$ cat src/rtl/lcr_pkg.sv
// lcr_pkg: shared constants, payload types and control/status structs
// for the looped catmull-rom path walker; no dependencies
package lcr_pkg;

    localparam int POINTS      = 64;
    localparam int T_FRAC_BITS = 16;

    localparam int PT_AW    = (POINTS > 1) ? $clog2(POINTS) : 1;
    localparam int PATH_MAX = (POINTS < 64) ? POINTS : 64;

    localparam int CW     = 24;
    localparam int IDX_W  = 6;
    localparam int TIME_W = 48;
    localparam int CNT_W  = 7;
    localparam int SPD_W  = 16;
    localparam int SEG_W  = 6;
    localparam int TP_W   = 16;
    localparam int AXES   = 3;

    localparam int CA_W = 25;
    localparam int CB_W = 28;
    localparam int CC_W = 27;
    localparam int OP_W = 30;
    localparam int FV_W = 31;

    localparam int HALF_W    = TIME_W / 2;
    localparam int PP_W      = HALF_W + SPD_W;
    localparam int PROD_W    = TIME_W + SPD_W;
    localparam int DELTA_W   = PROD_W - (32 - T_FRAC_BITS);
    localparam int TOT_W     = DELTA_W + 1;
    localparam int WHOLE_W   = TOT_W - T_FRAC_BITS;
    localparam int REM_DIG   = 4;
    localparam int REM_STEPS = (WHOLE_W + REM_DIG - 1) / REM_DIG;
    localparam int REM_PAD_W = REM_STEPS * REM_DIG;
    localparam int REM_CW    = $clog2(REM_STEPS + 1);

    localparam int PADDR_W = 3;
    localparam int PDATA_W = 32;

    localparam logic [1:0] MODE_LOAD    = 2'd0;
    localparam logic [1:0] MODE_STEP    = 2'd1;
    localparam logic [1:0] MODE_RESTART = 2'd2;

    localparam logic REG_POINT_COUNT = 1'b0;
    localparam logic REG_SPEED       = 1'b1;

    localparam logic [CNT_W-1:0] COUNT_RESET = 7'd4;
    localparam logic [SPD_W-1:0] SPEED_RESET = 16'd16384;

    localparam logic [1:0] ADV_LO  = 2'd0;
    localparam logic [1:0] ADV_HI  = 2'd1;
    localparam logic [1:0] ADV_SUM = 2'd2;
    localparam logic [1:0] ADV_TOT = 2'd3;

    localparam logic [1:0] STEP_C = 2'd0;
    localparam logic [1:0] STEP_B = 2'd1;
    localparam logic [1:0] STEP_A = 2'd2;

    localparam logic [1:0] LAST_AXIS = 2'd2;

    localparam int         RD_CW   = 3;
    localparam logic [2:0] RD_LAST = 3'd4;

    typedef struct packed {
        logic [1:0]              mode;
        logic [IDX_W-1:0]        point_index;
        logic signed [CW-1:0]    point_x;
        logic signed [CW-1:0]    point_y;
        logic signed [CW-1:0]    point_z;
        logic [TIME_W-1:0]       app_time;
    } t_in_item;

    typedef struct packed {
        logic signed [CW-1:0]    pos_x;
        logic signed [CW-1:0]    pos_y;
        logic signed [CW-1:0]    pos_z;
        logic [SEG_W-1:0]        segment;
        logic [TP_W-1:0]         t_param;
    } t_out_item;

    // element 0 is x, 1 is y, 2 is z
    typedef logic [AXES-1:0][CW-1:0] t_point;

    typedef struct packed {
        logic       take;
        logic       rd_en;
        logic [1:0] rd_sel;
        logic       cap_en;
        logic [1:0] cap_sel;
        logic       adv_en;
        logic [1:0] adv_sel;
        logic       coef_en;
        logic       rem_start;
        logic       mul_en;
        logic [1:0] mul_axis;
        logic [1:0] mul_step;
        logic       fin_en;
        logic [1:0] fin_axis;
        logic       done;
    } t_cmd;

    typedef struct packed {
        logic rem_done;
        logic out_free;
    } t_stat;

endpackage

$ cat src/rtl/lcr_ctrl.sv
// lcr_ctrl: sequencer for one transaction: point reads, coefficient setup,
// shared multiplier passes and result hand-off; depends on lcr_pkg
module lcr_ctrl (
    input  logic          i_clk,
    input  logic          i_rst_n,
    input  logic          i_in_valid,
    input  logic [1:0]    i_in_mode,
    input  lcr_pkg::t_stat i_stat,
    output logic          o_in_ready,
    output lcr_pkg::t_cmd o_cmd
);

    typedef enum logic [2:0] {
        S_IDLE,
        S_READ,
        S_COEF,
        S_MUL,
        S_FIN,
        S_DONE
    } t_state;

    t_state                    r_state;
    logic [lcr_pkg::RD_CW-1:0] r_cnt;
    logic [1:0]                r_axis;
    logic [1:0]                r_step;

    always_ff @(posedge i_clk) begin
        if (!i_rst_n) begin
            r_state <= S_IDLE;
            r_cnt   <= '0;
            r_axis  <= '0;
            r_step  <= lcr_pkg::STEP_C;
        end else begin
            unique case (r_state)
                S_IDLE: begin
                    if (i_in_valid && i_in_mode == lcr_pkg::MODE_STEP) begin
                        r_state <= S_READ;
                        r_cnt   <= '0;
                    end
                end
                S_READ: begin
                    if (r_cnt == lcr_pkg::RD_LAST) begin
                        r_state <= S_COEF;
                    end else begin
                        r_cnt <= r_cnt + 3'd1;
                    end
                end
                S_COEF: begin
                    r_state <= S_MUL;
                    r_axis  <= '0;
                    r_step  <= lcr_pkg::STEP_C;
                end
                S_MUL: begin
                    if (r_step == lcr_pkg::STEP_A) begin
                        r_step <= lcr_pkg::STEP_C;
                        if (r_axis == lcr_pkg::LAST_AXIS) begin
                            r_state <= S_FIN;
                        end else begin
                            r_axis <= r_axis + 2'd1;
                        end
                    end else begin
                        r_step <= r_step + 2'd1;
                    end
                end
                S_FIN: begin
                    r_state <= S_DONE;
                end
                S_DONE: begin
                    if (i_stat.rem_done && i_stat.out_free) begin
                        r_state <= S_IDLE;
                    end
                end
            endcase
        end
    end

    always_comb begin
        o_cmd      = '0;
        o_in_ready = (r_state == S_IDLE);
        unique case (r_state)
            S_IDLE: begin
                o_cmd.take = i_in_valid;
            end
            S_READ: begin
                o_cmd.rd_en   = ~r_cnt[2];
                o_cmd.rd_sel  = r_cnt[1:0];
                o_cmd.cap_en  = (r_cnt != '0);
                o_cmd.cap_sel = 2'(r_cnt - 3'd1);
                o_cmd.adv_en  = ~r_cnt[2];
                o_cmd.adv_sel = r_cnt[1:0];
            end
            S_COEF: begin
                o_cmd.coef_en   = 1'b1;
                o_cmd.rem_start = 1'b1;
            end
            S_MUL: begin
                o_cmd.mul_en   = 1'b1;
                o_cmd.mul_axis = r_axis;
                o_cmd.mul_step = r_step;
                o_cmd.fin_en   = (r_step == lcr_pkg::STEP_C) && (r_axis != 2'd0);
                o_cmd.fin_axis = r_axis - 2'd1;
            end
            S_FIN: begin
                o_cmd.fin_en   = 1'b1;
                o_cmd.fin_axis = lcr_pkg::LAST_AXIS;
            end
            S_DONE: begin
                o_cmd.done = i_stat.rem_done && i_stat.out_free;
            end
        endcase
    end

endmodule

$ cat config.mk
export PLATFORM = sky130hd
export DESIGN_NAME = lcr_ctrl
export DESIGN_NICKNAME = d
export VERILOG_FILES = /design/src/rtl/lcr_pkg.sv /design/src/rtl/lcr_ctrl.sv
export SDC_FILE = /design/constraint.sdc
export NUM_CORES = 1
export LEC_CHECK = 0
export ABC_CLOCK_PERIOD_IN_PS = 2000
export BUFFER_PORTS_ARGS = -buffer_cell sky130_fd_sc_hd__buf_2
export CAP_MARGIN = 20
export CELL_PAD_IN_SITES_DETAIL_PLACEMENT = 0
export CELL_PAD_IN_SITES_GLOBAL_PLACEMENT = 2
export CORE_MARGIN = 1.5
export CORE_UTILIZATION = 27
export DETAILED_ROUTE_END_ITERATION = 10
export PLACE_DENSITY = 0.79
export SLEW_MARGIN = 30
export SYNTH_ARGS = -nofsm -noshare
export SYNTH_HDL_FRONTEND = slang
export SYNTH_SLANG_ARGS = --single-unit
$ cat constraint.sdc
create_clock -name i_clk -period 2 [get_ports i_clk]
set_clock_uncertainty 0.15 [all_clocks]
set_input_delay 0.2 -clock i_clk [delete_from_list [all_inputs] [get_ports i_clk]]
set_output_delay 0.2 -clock i_clk [all_outputs]
set_load 0.02 [all_outputs]
* After elaboration in Yosys (flattened, before gate mapping)
Index checks and enable logic that the tools add are counted.
** Storage, ports and cells
- Flip-flop bits (word level) :: 10
- ROM bits :: 0
- Output and inout bits :: 22
- Memories :: 0
- Word-level logic and storage cells :: 58
- Latch bits :: 0
- Bits in writable memories :: 0
** Operators by class
- Order comparisons :: 0
- Add/sub/neg operators :: 5
- Multipliers :: 0
- Equality and inequality tests :: 16
- Div/mod/pow operators :: 0
- Shifts and indexed selects :: 0
- Reductions and logical operators :: 12
- Bitwise logic cells :: 1
- Muxes and demuxes :: 20
** Operators by type and width (number)
- 3-bit 2-to-1 mux :: 7
- 3-bit case mux with 6 select lines :: 1
- 2-bit inequality test, second input constant :: 6
- 3-bit case mux with 2 select lines :: 2
- 3-bit equality test, second input constant :: 3
- 9-bit 2-to-1 mux :: 1
- 2-bit 2-to-1 mux :: 4
- 2-bit case mux with 2 select lines :: 2
- 3-bit by 2-bit equality test with 1-bit output, second input constant :: 2
- 3-bit AND reduction :: 2
- 2-bit nonzero test :: 3
- 5-bit 2-to-1 mux :: 1
- 5-bit AND reduction :: 1
- 2-bit by 1-bit adder with 2-bit output, second input constant :: 2
- 2-bit equality test, second input constant :: 2
- 2-bit by 1-bit subtractor with 2-bit output, second input constant :: 2
- 3-bit by 1-bit adder with 3-bit output, second input constant :: 1
- 3-bit by 1-bit equality test with 1-bit output, second input constant :: 1
- 1-bit logical AND :: 3
- 3-bit zero test :: 1
- 3-bit nonzero test :: 1
- 2-bit by 1-bit equality test with 1-bit output, second input constant :: 1
- 2-bit zero test :: 1
- 1-bit 2-to-1 mux :: 2
- other kinds (2) :: 2

* Depth between registers and ports, before layout
- Depth after elaboration :: 4
- Mapped depth :: 6
- Mapped depth without buffers :: 6

* Worst setup path after synthesis
No wires, ideal clock.
- Path type :: register to output
- Start :: reg r_state[0]
- End :: out o_cmd[3] (netlist name)
- Data required time :: 1650 ps
- Path buffers :: 2
- Data arrival time :: 1517 ps
- Cell stages (with the launch flop) :: 5
- Path slack :: 133 ps
- Cell sequence :: dfxtp_1 > buf_4 > buf_2 > or4b_1 > o21ai_0
** RTL lines
- start, declared :: RTL line lcr_ctrl.sv:22 : t_state r_state;
- start signal, assigned :: RTL line lcr_ctrl.sv:29 : r_state <= S_IDLE;
- start signal, assigned :: RTL line lcr_ctrl.sv:37 : r_state <= S_READ;
- start signal, assigned :: RTL line lcr_ctrl.sv:43 : r_state <= S_COEF;
- end, declared :: RTL line lcr_ctrl.sv:10 : output lcr_pkg::t_cmd o_cmd

==> flow_metrics.py <==
metrics = {
    "status": {
        "outcome": "finished, final reports clean",
    },
    "timing": {
        "holdWs_ns": 0.01351,
        "finalSetupTns_ns": 0,
        "fmax_ghz": 0.5067,
        "finalSetupViolCount": 0,
        "fin_crit_ns": 1.974,
        "slew-limit-headroom_pct": 79.69,
        "worst_slew_pin_slew_ns": 0.3038,
        "rsz0062_at_grt": "true",
        "period_share_pct": 98.68,
        "final-max-slew-violation-count": 0,
        "hold_violations": 0,
        "setup_ws_ns": 0.02637,
    },
    "finish": {
        "fin_area_sq_um": 1027,
        "stdcell_count": 158,
        "n_antenna_cell": 0,
        "layout-drive-gt1-share_pct": 41.60,
        "utilization_pct": 34.21,
        "nNetsFinal": 138,
        "fillCellCount": 314,
        "syn2layout_area_growth_pct": 22.17,
    },
    "logic_synthesis": {
        "yosys-top-cells-count": "nor2_1 (15), dfxtp_1 (10), inv_1 (8)",
        "netlist_area_sq_um": 840.8,
        "synth-simple-area-share_pct": 27.68,
        "post-synth-top-count-cell": "nor2_1",
        "synth.distinct_cells": 43,
        "synthTopCellsByArea": "dfxtp_1 (24%), ha_1 (7.4%), nor2_1 (6.7%)",
        "synth_compound_area_share_pct": 23.51,
        "synthAdderAreaFrac_pct": 7.440,
        "avgSynthCellArea_sq_um": 8.493,
        "seq_area_frac_synth_pct": 23.81,
        "synth_xor_area_share_pct": 0,
        "muxShareOfSynthArea_pct": 4.911,
        "synth-async-reset-ratio_pct": 0,
        "synthCells": 99,
        "synth_top_cell_by_area": "dfxtp_1",
        "syn_nets": 111,
        "yosysWarnings": 0,
        "ys.flop_type": "dfxtp_1",
        "synth_top_family_by_area": "simple AND/OR/NAND/NOR gates",
        "synth_top_area_share_pct": 23.81,
        "synth-edff-count": 0,
        "synth-seq-cells": 10,
    },
    "worst_setup_path": {
        "cp_num_cells": 5,
        "slowest_delay_ns": 0.45,
        "worstPathArrival_ns": 1.62,
        "crit_path_top_delay_cell": "or4b_1",
        "worstPathMaxFanout": 3,
        "start_kind": "flip-flop",
        "critPathKind": "reg -> out",
        "crit_buf_inv": 2,
        "cp_top_family": "simple AND/OR/NAND/NOR gates",
        "required_ns": 1.65,
        "worstPathCellList": "inv_2 > ha_1 > or4b_1 > o21ai_1 > buf_4",
        "reg2reg_depth": 6,
        "end_kind": "primary output",
    },
    "routing": {
        "drc": 0,
        "routedWlPerCell_um": 12.12,
        "drt_iter0_drc": 11,
        "first_pass_iters": 4,
        "ant_nets": 0,
        "viasPerCell": 4.854,
        "num_vias": 767,
        "routed_wl_um": 1915,
    },
    "cts": {
        "htreeDepth": 1,
        "cts_buffers": 3,
        "post-cts-setup-buffer-count": 0,
        "clock-sinks": 10,
        "clk_pin_slew_worst_paths_ns": 0.07,
        "cts_tree": "yes",
        "insertion_delay_ns": 0.27,
        "clock_path_buffers": 2,
        "root_buffer": "clkbuf_4",
    },
    "placement": {
        "placed_area_sq_um": 972.2,
        "globalplace.congestion": 0.8570,
        "place_inst": 154,
        "portBuffers": 28,
        "post-place-ws_ns": 0.1443,
        "dp_hpwl_um": 1461,
    },
    "grt": {
        "antenna_found_initial": 0,
        "first_global_vias": 697,
        "grt-ovfl-total": 0,
        "grt_usage_pct": 12.09,
        "grt_pass1_wl_um": 3174,
        "grt_max_degree": 12,
    },
    "worst_hold_path": {
        "holdPathStages": 2,
        "hold_path.class": "in -> reg",
    },
    "pwr": {
        "vdd_ir_drop_max_uv": 321.6,
        "power_leakage_nw": 0.4612,
        "power.total_mw": 1.107,
        "power.density_nw_per_um2": 1077,
    },
    "floorplan": {
        "start_util_pct": 28.00,
        "num_rows": 20,
        "die_h_um": 58.81,
        "die_area_sq_um": 3458,
        "core-area_sq_um": 3003,
        "ioPinCount": 29,
        "die_x_um": 58.81,
    },
    "job": {
        "drv_cap": 0,
    },
}
-- layout by cell type (no fill, tap or decap), types with 2 or more instances in the layout --
| cell | Yosys | final |
|---|---|---|
| inv_1 | 8 | 7 |
| buf_2 | 1 | 27 |
| buf_4 | 6 | 4 |
| dfxtp_1 | 10 | 6 |
| o32ai_1 | 2 | 2 |
| nor2b_1 | 2 | 2 |
| or3_1 | 2 | 2 |
| clkbuf_4 | 0 | 3 |
| dfxtp_2 | 0 | 3 |
| nor2_1 | 15 | 15 |
| nand2b_1 | 3 | 3 |
| and2_1 | 3 | 3 |
| ha_1 | 5 | 5 |
| nand3b_1 | 2 | 2 |
| mux2i_1 | 3 | 3 |
| a21oi_1 | 6 | 6 |
-- power breakdown --
group	switching [mW]	internal [mW]
clock network	0.0783	0.111
logic	0.375	0.263
registers	0.0535	0.227
total	0.506	0.600
-- what timing repair did --
action | CTS | global route
hold buffers | 0 | 0
hold endpoints to repair | 0 | 0
pin swaps | 0 | 1
setup endpoints to repair | 10 | 8
resized for setup | 5 | 5
-- sequential cells by signal, indices dropped and copies added, names as in the netlist --
signal   cells
r_axis       2
r_cnt        3
r_state      3
r_step       2
-- per-layer routing --
metal | global-route usage [%] | part of all wire, %
met4 | 5.519 | 2.0
met5 | 0 | 0
met3 | 3.956 | 3.5
met1 | 16.53 | 47
met2 | 17.14 | 47
-- worst paths after layout --
kind	to	slack, ns	from
worst min-delay path	r_cnt[2]	0.01	i_rst_n
worst max-delay path	o_cmd[3]	0.03	r_axis[0]
worst max register to register	r_cnt[2]	0.19	r_cnt[0]
worst min register to register	r_step[1]	0.37	r_step[1]
-- worst register-to-register path, cell delays in order, from the launching register on --
cell	delay [ns]
dfxtp_1	0.38
inv_1	0.07
ha_1	0.26
a311o_1	0.37
a21oi_2	0.20
a21oi_1	0.10
o21a_1	0.18
-- cells by family after synthesis --
group	Yosys count
compound gates	23
buf+inv	18
mux	4
fa+ha+maj	5
simple gates	39
flops	10
-- final cells by class --
cell class                      instances  area, sq um  share of cell area (%)
Tap cell                               33        41.29                   4.019
Sequential cell                        10        207.7                   20.22
Multi-Input combinational cell         71        543.0                   52.86
Inverter                                9        33.78                   3.289
Clock buffer                            4        36.28                   3.532
Timing Repair Buffer                   31        165.2                   16.08
Note: power is estimated with default switching activity, not from simulation.
