### config.mk
export PLATFORM = sky130hd
export DESIGN_NAME = lcr_regs
export DESIGN_NICKNAME = d
export VERILOG_FILES = /design/src/rtl/lcr_pkg.sv /design/src/rtl/lcr_regs.sv
export SDC_FILE = /design/constraint.sdc
export NUM_CORES = 1
export LEC_CHECK = 0
export ABC_CLOCK_PERIOD_IN_PS = 1400
export BUFFER_PORTS_ARGS = -buffer_cell sky130_fd_sc_hd__buf_4
export CAP_MARGIN = 10
export CELL_PAD_IN_SITES_DETAIL_PLACEMENT = 0
export CELL_PAD_IN_SITES_GLOBAL_PLACEMENT = 2
export CORE_ASPECT_RATIO = 0.75
export CORE_MARGIN = 2
export CORE_UTILIZATION = 20
export DETAILED_ROUTE_END_ITERATION = 8
export PLACE_DENSITY = 0.76
export SKIP_LAST_GASP = 1
export SLEW_MARGIN = 0
export SYNTH_ARGS = -nofsm -noshare
export SYNTH_HDL_FRONTEND = slang
export SYNTH_SLANG_ARGS = --single-unit
### constraint.sdc
create_clock -name i_clk -period 1.4 [get_ports i_clk]
set_clock_uncertainty 0.2 [all_clocks]
set_input_delay 0.28 -clock i_clk [delete_from_list [all_inputs] [get_ports i_clk]]
set_output_delay 0.28 -clock i_clk [all_outputs]
set_load 0.01 [all_outputs]
### src/rtl/lcr_pkg.sv
// lcr_pkg: shared constants, payload types and control/status structs
// for the looped catmull-rom path walker; no dependencies
package lcr_pkg;

    localparam int POINTS      = 64;
    localparam int T_FRAC_BITS = 16;

    localparam int PT_AW    = (POINTS > 1) ? $clog2(POINTS) : 1;
    localparam int PATH_MAX = (POINTS < 64) ? POINTS : 64;

    localparam int CW     = 24;
    localparam int IDX_W  = 6;
    localparam int TIME_W = 48;
    localparam int CNT_W  = 7;
    localparam int SPD_W  = 16;
    localparam int SEG_W  = 6;
    localparam int TP_W   = 16;
    localparam int AXES   = 3;

    localparam int CA_W = 25;
    localparam int CB_W = 28;
    localparam int CC_W = 27;
    localparam int OP_W = 30;
    localparam int FV_W = 31;

    localparam int HALF_W    = TIME_W / 2;
    localparam int PP_W      = HALF_W + SPD_W;
    localparam int PROD_W    = TIME_W + SPD_W;
    localparam int DELTA_W   = PROD_W - (32 - T_FRAC_BITS);
    localparam int TOT_W     = DELTA_W + 1;
    localparam int WHOLE_W   = TOT_W - T_FRAC_BITS;
    localparam int REM_DIG   = 4;
    localparam int REM_STEPS = (WHOLE_W + REM_DIG - 1) / REM_DIG;
    localparam int REM_PAD_W = REM_STEPS * REM_DIG;
    localparam int REM_CW    = $clog2(REM_STEPS + 1);

    localparam int PADDR_W = 3;
    localparam int PDATA_W = 32;

    localparam logic [1:0] MODE_LOAD    = 2'd0;
    localparam logic [1:0] MODE_STEP    = 2'd1;
    localparam logic [1:0] MODE_RESTART = 2'd2;

    localparam logic REG_POINT_COUNT = 1'b0;
    localparam logic REG_SPEED       = 1'b1;

    localparam logic [CNT_W-1:0] COUNT_RESET = 7'd4;
    localparam logic [SPD_W-1:0] SPEED_RESET = 16'd16384;

    localparam logic [1:0] ADV_LO  = 2'd0;
    localparam logic [1:0] ADV_HI  = 2'd1;
    localparam logic [1:0] ADV_SUM = 2'd2;
    localparam logic [1:0] ADV_TOT = 2'd3;

    localparam logic [1:0] STEP_C = 2'd0;
    localparam logic [1:0] STEP_B = 2'd1;
    localparam logic [1:0] STEP_A = 2'd2;

    localparam logic [1:0] LAST_AXIS = 2'd2;

    localparam int         RD_CW   = 3;
    localparam logic [2:0] RD_LAST = 3'd4;

    typedef struct packed {
        logic [1:0]              mode;
        logic [IDX_W-1:0]        point_index;
        logic signed [CW-1:0]    point_x;
        logic signed [CW-1:0]    point_y;
        logic signed [CW-1:0]    point_z;
        logic [TIME_W-1:0]       app_time;
    } t_in_item;

    typedef struct packed {
        logic signed [CW-1:0]    pos_x;
        logic signed [CW-1:0]    pos_y;
        logic signed [CW-1:0]    pos_z;
        logic [SEG_W-1:0]        segment;
        logic [TP_W-1:0]         t_param;
    } t_out_item;

    // element 0 is x, 1 is y, 2 is z
    typedef logic [AXES-1:0][CW-1:0] t_point;

    typedef struct packed {
        logic       take;
        logic       rd_en;
        logic [1:0] rd_sel;
        logic       cap_en;
        logic [1:0] cap_sel;
        logic       adv_en;
        logic [1:0] adv_sel;
        logic       coef_en;
        logic       rem_start;
        logic       mul_en;
        logic [1:0] mul_axis;
        logic [1:0] mul_step;
        logic       fin_en;
        logic [1:0] fin_axis;
        logic       done;
    } t_cmd;

    typedef struct packed {
        logic rem_done;
        logic out_free;
    } t_stat;

endpackage

### src/rtl/lcr_regs.sv
// lcr_regs: apb-style configuration registers (point count, speed)
// depends on lcr_pkg
module lcr_regs (
    input  logic                        i_clk,
    input  logic                        i_rst_n,
    input  logic                        psel,
    input  logic                        penable,
    input  logic                        pwrite,
    input  logic [lcr_pkg::PADDR_W-1:0] paddr,
    input  logic [lcr_pkg::PDATA_W-1:0] pwdata,
    output logic [lcr_pkg::PDATA_W-1:0] prdata,
    output logic                        pready,
    output logic [lcr_pkg::CNT_W-1:0]   o_point_count,
    output logic [lcr_pkg::SPD_W-1:0]   o_speed
);

    logic [lcr_pkg::CNT_W-1:0] r_point_count;
    logic [lcr_pkg::SPD_W-1:0] r_speed;

    always_ff @(posedge i_clk) begin
        if (!i_rst_n) begin
            r_point_count <= lcr_pkg::COUNT_RESET;
            r_speed       <= lcr_pkg::SPEED_RESET;
        end else if (psel && penable && pwrite) begin
            unique case (paddr[lcr_pkg::PADDR_W-1])
                lcr_pkg::REG_POINT_COUNT: r_point_count <= pwdata[lcr_pkg::CNT_W-1:0];
                lcr_pkg::REG_SPEED:       r_speed       <= pwdata[lcr_pkg::SPD_W-1:0];
            endcase
        end
    end

    always_comb begin
        unique case (paddr[lcr_pkg::PADDR_W-1])
            lcr_pkg::REG_POINT_COUNT: prdata = lcr_pkg::PDATA_W'(r_point_count);
            lcr_pkg::REG_SPEED:       prdata = lcr_pkg::PDATA_W'(r_speed);
        endcase
    end

    assign pready        = 1'b1;
    assign o_point_count = r_point_count;
    assign o_speed       = r_speed;

endmodule

======== Word level (Yosys, flattened, before mapping) ========
Cells that the tools add are included.
word-level totals
  flip-flop bits (word level) ............. 23
  bits of input ports ..................... 40
  output and inout port bits .............. 56
  word-level logic and storage cells ...... 8
cells by class
  multiplexer cells ....................... 1
  bitwise operators ....................... 1
  reductions and logical operators ........ 4
operator list
  cell               number
  $pmux 32 s2        1
  $reduce_and 2->1   2
  $logic_and 1x1->1  2
  $not 1->1          1

======== Longest topological paths before layout ========
Gate-level depths: netlist of run 1.
  word-level depth ........................ 3
  depth in mapped cells ................... 5
  depth with buffers taken out ............ 2

======== Least setup slack after synthesis of run 1 ========
No wires, ideal clock.
  kind .................................... input to output
  from .................................... input port paddr[2] (netlist name)
  to ...................................... output port prdata[6] (netlist name)
  data arrival time ....................... 0.971 ns
  required time ........................... 0.920 ns
  path slack .............................. -0.051 ns
  cell stages on the path ................. 3
  path buffers ............................ 2
  path through ............................ buf_6 > clkbuf_1 > mux2_2
between the ends
  cells in the longest elaborated chain, start to end .. 2
RTL lines
  what                        line            RTL
  start: declaration          lcr_regs.sv:9   input logic [lcr_pkg::PADDR_W-1:0] paddr,
  $not 1->1 (no source line)  -
  $pmux 32 s2 *               lcr_regs.sv:33  unique case (paddr[lcr_pkg::PADDR_W-1])
  end: declaration            lcr_regs.sv:11  output logic [lcr_pkg::PDATA_W-1:0] prdata,
Mark *: on every way between the ends. The rest lies on a longest branch, timed or not. The select of a mux whose other input is x is not followed.

======== Worst setup path in the final report of run 1 ========
Ends and elaborated chain as after synthesis.

==> results.sh, run 1 <==
export IMPL_status="finished, violations left"
export IMPL_violations="setup timing"
export IMPL_grt_pass1_vias=1001
export IMPL_ys_warn_count=0
export IMPL_clkLatencyLatePin_ps=260
export IMPL_path_cells="buf_4, mux2_2, buf_6"
export IMPL_ys_ff_latch=23
export IMPL_async_reset_ff_frac=0
export IMPL_cts_buffers=3
export IMPL_netlist_area_leader_share=0.379
export IMPL_syn_to_final_growth_pct=56.5
export IMPL_yosys_area_top_type="dfxtp_1"
export IMPL_syn_avg_cell_area_um2=9.21
export IMPL_crit_arrival_ps=980
export IMPL_crit_buf_inv=2
export IMPL_setup_viol=7
export IMPL_whs_path_depth=3
export IMPL_ys_flop_type="dfxtp_1"
export IMPL_grt_pass1_wl_um=4820
export IMPL_h_tree_depth=1
export IMPL_gr_usage_all_layers=0.0916
export IMPL_worst_path_stages=3
export IMPL_ff2ff_path_depth=3
export IMPL_setup_slack_ps=-62.7
export IMPL_slowest_stage="mux2_2"
export IMPL_final_nets=245
export IMPL_start_util=0.208
export IMPL_vias=1056
export IMPL_cp_max_fo=11
export IMPL_period_share=1.04
export IMPL_die_x_um=94.0
export IMPL_p_sw_w=0.000334
export IMPL_grt_max_degree=41
export IMPL_intPower_w=0.000993
export IMPL_ys_top_cells_by_count="nand2_1, dfxtp_1, mux2i_1"
export IMPL_required_ps=920
export IMPL_final_layout_size_suffix_gt1_frac=0.520
export IMPL_cp_end_kind="output pin"
export IMPL_fin_crit_ps=1460
export IMPL_crit_type="input pin to output pin"
export IMPL_grt_remaining_overflow=0
export IMPL_placement_io_buffers=60
export IMPL_synth_edf_count=0
export IMPL_slew_violations=0
export IMPL_hold_viol_final=0
export IMPL_power_leakage_nw=0.937
export IMPL_clockBufferDepth=2
export IMPL_ios=96
export IMPL_ys_top_cells_by_area="dfxtp_1, mux2i_1, nand2_1"
export IMPL_p_sw_frac=0.251
export IMPL_wl_per_cell_um=11.0
export IMPL_max_stage_delay_ps=370
export IMPL_hpwl_um=2260
export IMPL_num_rows=24
export IMPL_fin_hold_ws_ps=59.6
export IMPL_drtAntennaViolNets=0
export IMPL_coreArea_um2=5860
export IMPL_seq_area_frac_synth=0.379
export IMPL_ys_types=14
export IMPL_cellPowerDensity_nw_per_um2=697
export IMPL_antenna_found_initial=0
export IMPL_cts_hold_buffers_added=0
export IMPL_place_gp_congestion=0.683
export IMPL_clk_pin_slew_worst_paths_ps=90
export IMPL_clock_sinks=23
export IMPL_drc=0
export IMPL_yosysMostFrequentCell="nand2_1"
export IMPL_hp_class="input pin to register"
export IMPL_finalSetupTns_ps=-385
export IMPL_num_antenna_cells=0
export IMPL_first_pass_iters=4
export IMPL_startpoint_type="input pin"
export IMPL_ir_drop_mv=0.371
export IMPL_pwr_share_seq=0.511
export IMPL_rsz0062_at_grt="yes"
export IMPL_combPwrFrac=0.177
export IMPL_nFillCells=616
export IMPL_crit_family="multiplexers"
export IMPL_clkPwrFrac=0.312
export IMPL_die_h_um=71.5
export IMPL_wl_um=3100
export IMPL_drv_cap=0
export IMPL_drtIter0Drc=21
export IMPL_cts_tree="done"
export IMPL_fmax_ghz=0.684
export IMPL_cts_root_buffer="clkbuf_8"
export IMPL_via_per_inst=3.74
export IMPL_dp_cells=264
export IMPL_synthCells=132
export IMPL_netlist_area_um2=1220
export IMPL_die_area_um2=6730
export IMPL_stdcell_count=282
## power by group through the flow
stage / clock (W) / sequential [W] / combinational, W
floorplan: 0 / 0.000699 / 0.000140
CTS: 0.000446 / 0.000678 / 0.000238
global route: 0.000476 / 0.000681 / 0.000256
finish: 0.000413 / 0.000678 / 0.000235
detailed placement: 0 / 0.000694 / 0.000213
global placement: 0 / 0.000694 / 0.000212
## final cells by class
cell class              count  area, um2  area share
clock buffers               3       41.3      0.0217
clock inverters             1       5.00     0.00263
multi-input cells          98        632       0.332
flip-flops and latches     23        479       0.252
well taps                  78       97.6      0.0513
repair buffers             79        648       0.341
## layout by cell type (no fill, tap or decap)
master     n
clkbuf_8   3
dfxtp_1    8
nand4b_1   1
mux2_2     1
and4_4     1
nor2b_1    4
buf_6      8
mux2_4     6
conb_1    17
nand2_1   36
buf_4     69
buf_12     2
and2_1     9
dfxtp_2   15
clkinv_2   1
mux2i_1   23
## tightest hold or removal path, cell delays in order
cell and delay (ps):
buf_4 110, nand2_1 40, mux2i_1 50
## registers in the layout, indices dropped and copies added (netlist names)
register / cells
o_point_count: 7
o_speed: 16
## cell families (layout without fill, tap and decap cells)
kind of cell | after synthesis | count (layout) | synth area share
AND/OR/NAND/NOR | 51 | 51 | 0.194
other | 2 | 17 | 0.00618
flip-flops | 23 | 23 | 0.379
buffers and inverters | 26 | 83 | 0.167
multiplexers | 30 | 30 | 0.254
## path summary, 6_finish.rpt
| check | startpoint | to | slack (ps) |
|---|---|---|---|
| setup reg to reg | o_point_count[2] | o_point_count[2] | 470 |
| hold reg to reg | o_speed[9] | o_speed[9] | 280 |
| setup / recovery | paddr[2] | prdata[6] | -60 |
| hold / removal | pwdata[10] | o_speed[10] | 60 |
## per-stage QoR
| step | utilization | power (W) | worst slack, ps | cell area, um2 |
|---|---|---|---|---|
| after floorplan | - | 0.000839 | 19.4 | 1270 |
| after detailed placement | 0.287 | 0.000908 | -63.2 | 1680 |
| after CTS | 0.324 | 0.00136 | -78.6 | 1900 |
| final | 0.325 | 0.00133 | -62.7 | 1900 |
| after global routing | 0.325 | 0.00141 | -105 | 1900 |
| after global placement | 0.287 | 0.000906 | -58.9 | 1680 |
## routing by layer
layer,vias up,part of all wire,GRT usage
met5,-,0,0
met4,0,0.012,0.0290
li1,530,-,-
met3,2,0.047,0.0252
met2,32,0.50,0.160
met1,492,0.44,0.109
## timing repair
item                       CTS  global route
setup buffers               14             0
setup endpoints to repair   15            16
gates resized for setup     27             2
No activity file was read; power rests on OpenSTA's default activity.
==> run 2, diff against run 1 <==
Settings changed: SETUP_SLACK_MARGIN set to 0.02.
==> results.sh, run 2 (same netlist as run 1, synthesis figures left out) <==
export IMPL_final_cell_mix="buf_4, nand2_1, mux2i_1"
export IMPL_cts_tree="done"
export IMPL_grt_max_degree=41
export IMPL_cp_end_kind="output pin"
export IMPL_fin_area_um2=1920
export IMPL_die_x_um=94.0
export IMPL_ios=96
export IMPL_utilization=0.328
export IMPL_num_antenna_cells=0
export IMPL_placement_io_buffers=60
export IMPL_status="finished, violations left"
export IMPL_fin_crit_ps=1470
export IMPL_syn_to_final_growth_pct=57.7
export IMPL_nFillCells=638
export IMPL_multiInputGateArea_um2=636
export IMPL_setup_slack_ps=-70.2
export IMPL_gr_usage_all_layers=0.0941
export IMPL_num_rows=24
export IMPL_hp_class="input pin to register"
export IMPL_placed_area_um2=1690
export IMPL_largest_reg_flops=16
export IMPL_final_common_cell="buf_4"
export IMPL_violations="setup timing"
export IMPL_met1_length_um=1450
export IMPL_final_nets=245
export IMPL_hp_start="pwdata[9]"
export IMPL_slew_violations=0
export IMPL_reg2reg_from="o_point_count[2]"
export IMPL_drc=0
export IMPL_start_util=0.208
export IMPL_antenna_found_initial=0
export IMPL_drtIter0Drc=10
export IMPL_grt_remaining_overflow=0
export IMPL_hold_viol_final=0
export IMPL_startpoint_type="register"
export IMPL_wl_met2_um=1500
export IMPL_rsz0062_at_grt="yes"
export IMPL_drtAntennaViolNets=0
export IMPL_h_tree_depth=1
export IMPL_period_share=1.05
export IMPL_required_ps=920
export IMPL_drv_cap=0
export IMPL_final_layout_size_suffix_gt1_frac=0.515
export IMPL_wl_per_cell_um=11.2
export IMPL_vias=1057
export IMPL_cp_max_fo=2
export IMPL_die_h_um=71.5
export IMPL_routed_wl_met3_um=178
export IMPL_routed_top_layer="met4"
export IMPL_whs_path_depth=3
export IMPL_crit_arrival_ps=990
export IMPL_coreArea_um2=5860
export IMPL_cp_startpoint="o_point_count[3]"
export IMPL_ff2ff_path_depth=3
export IMPL_grt_pass1_vias=1021
export IMPL_hpwl_um=2150
export IMPL_place_gp_congestion=0.655
export IMPL_clkLatencyLatePin_ps=260
export IMPL_fmax_ghz=0.680
export IMPL_ir_drop_mv=0.271
export IMPL_first_pass_iters=3
export IMPL_cellPowerDensity_nw_per_um2=699
export IMPL_cts_buffers=3
export IMPL_wl_um=3160
export IMPL_via_per_inst=3.75
export IMPL_setup_viol=7
export IMPL_clockBufferDepth=2
export IMPL_crit_type="register to output pin"
export IMPL_clock_sinks=23
export IMPL_power_leakage_nw=0.942
export IMPL_cts_hold_buffers_added=0
export IMPL_cts_root_buffer="clkbuf_8"
export IMPL_grt_pass1_wl_um=4960
export IMPL_die_area_um2=6730
export IMPL_clk_pin_slew_worst_paths_ps=80
export IMPL_register_area_um2=479
## run 2: per-stage QoR
step	total power (W)	std cells	setup slack (ps)	hold slack, ps	TNS, ps
floorplan	0.000842	147	49.4	222	0
global placement	0.000909	264	-30.5	260	-208
detailed placement	0.000910	264	-32.7	266	-226
CTS	0.00136	282	-68.1	55.7	-442
global route	0.00141	282	-101	51.0	-828
finish	0.00134	282	-70.2	62.7	-399
## run 2: worst max-delay path: stages, from the launching register on
cell	delay, ps
dfxtp_2	330
mux2_4	270
buf_6	120
## run 2: worst paths after layout
check | endpoint | slack (ps)
hold / removal | o_speed[9] | 60
setup / recovery | prdata[3] | -70
hold reg to reg | o_speed[8] | 280
setup reg to reg | o_point_count[2] | 470
## run 2: area by class of cell
| class | count | area share |
|---|---|---|
| clock buffer | 4 | 0.0235 |
| multi-input combinational | 98 | 0.331 |
| sequential | 23 | 0.250 |
| tap | 78 | 0.0509 |
| timing repair buffer | 79 | 0.344 |
## run 2: layer usage
| metal | up-vias | global-route usage |
|---|---|---|
| li1 | 531 | - |
| met3 | 2 | 0.0284 |
| met2 | 36 | 0.156 |
| met4 | 0 | 0.0242 |
| met1 | 488 | 0.120 |
| met5 | - | 0 |
## run 2: timing repair
item / in CTS / in global routing
pin swaps: 0 / 0
setup buffers: 14 / 0
resized for setup: 27 / 3
endpoints found under the setup margin: 16 / 16
## run 2: report_power, final
group | total [W] | leakage (nW) | internal [W] | switching (W)
sequential | 0.000679 | 0.192 | 0.000670 | 0.00000894
clock | 0.000420 | 0.0228 | 0.000203 | 0.000217
combinational | 0.000241 | 0.727 | 0.000130 | 0.000112
total | 0.00134 | 0.942 | 0.00100 | 0.000338
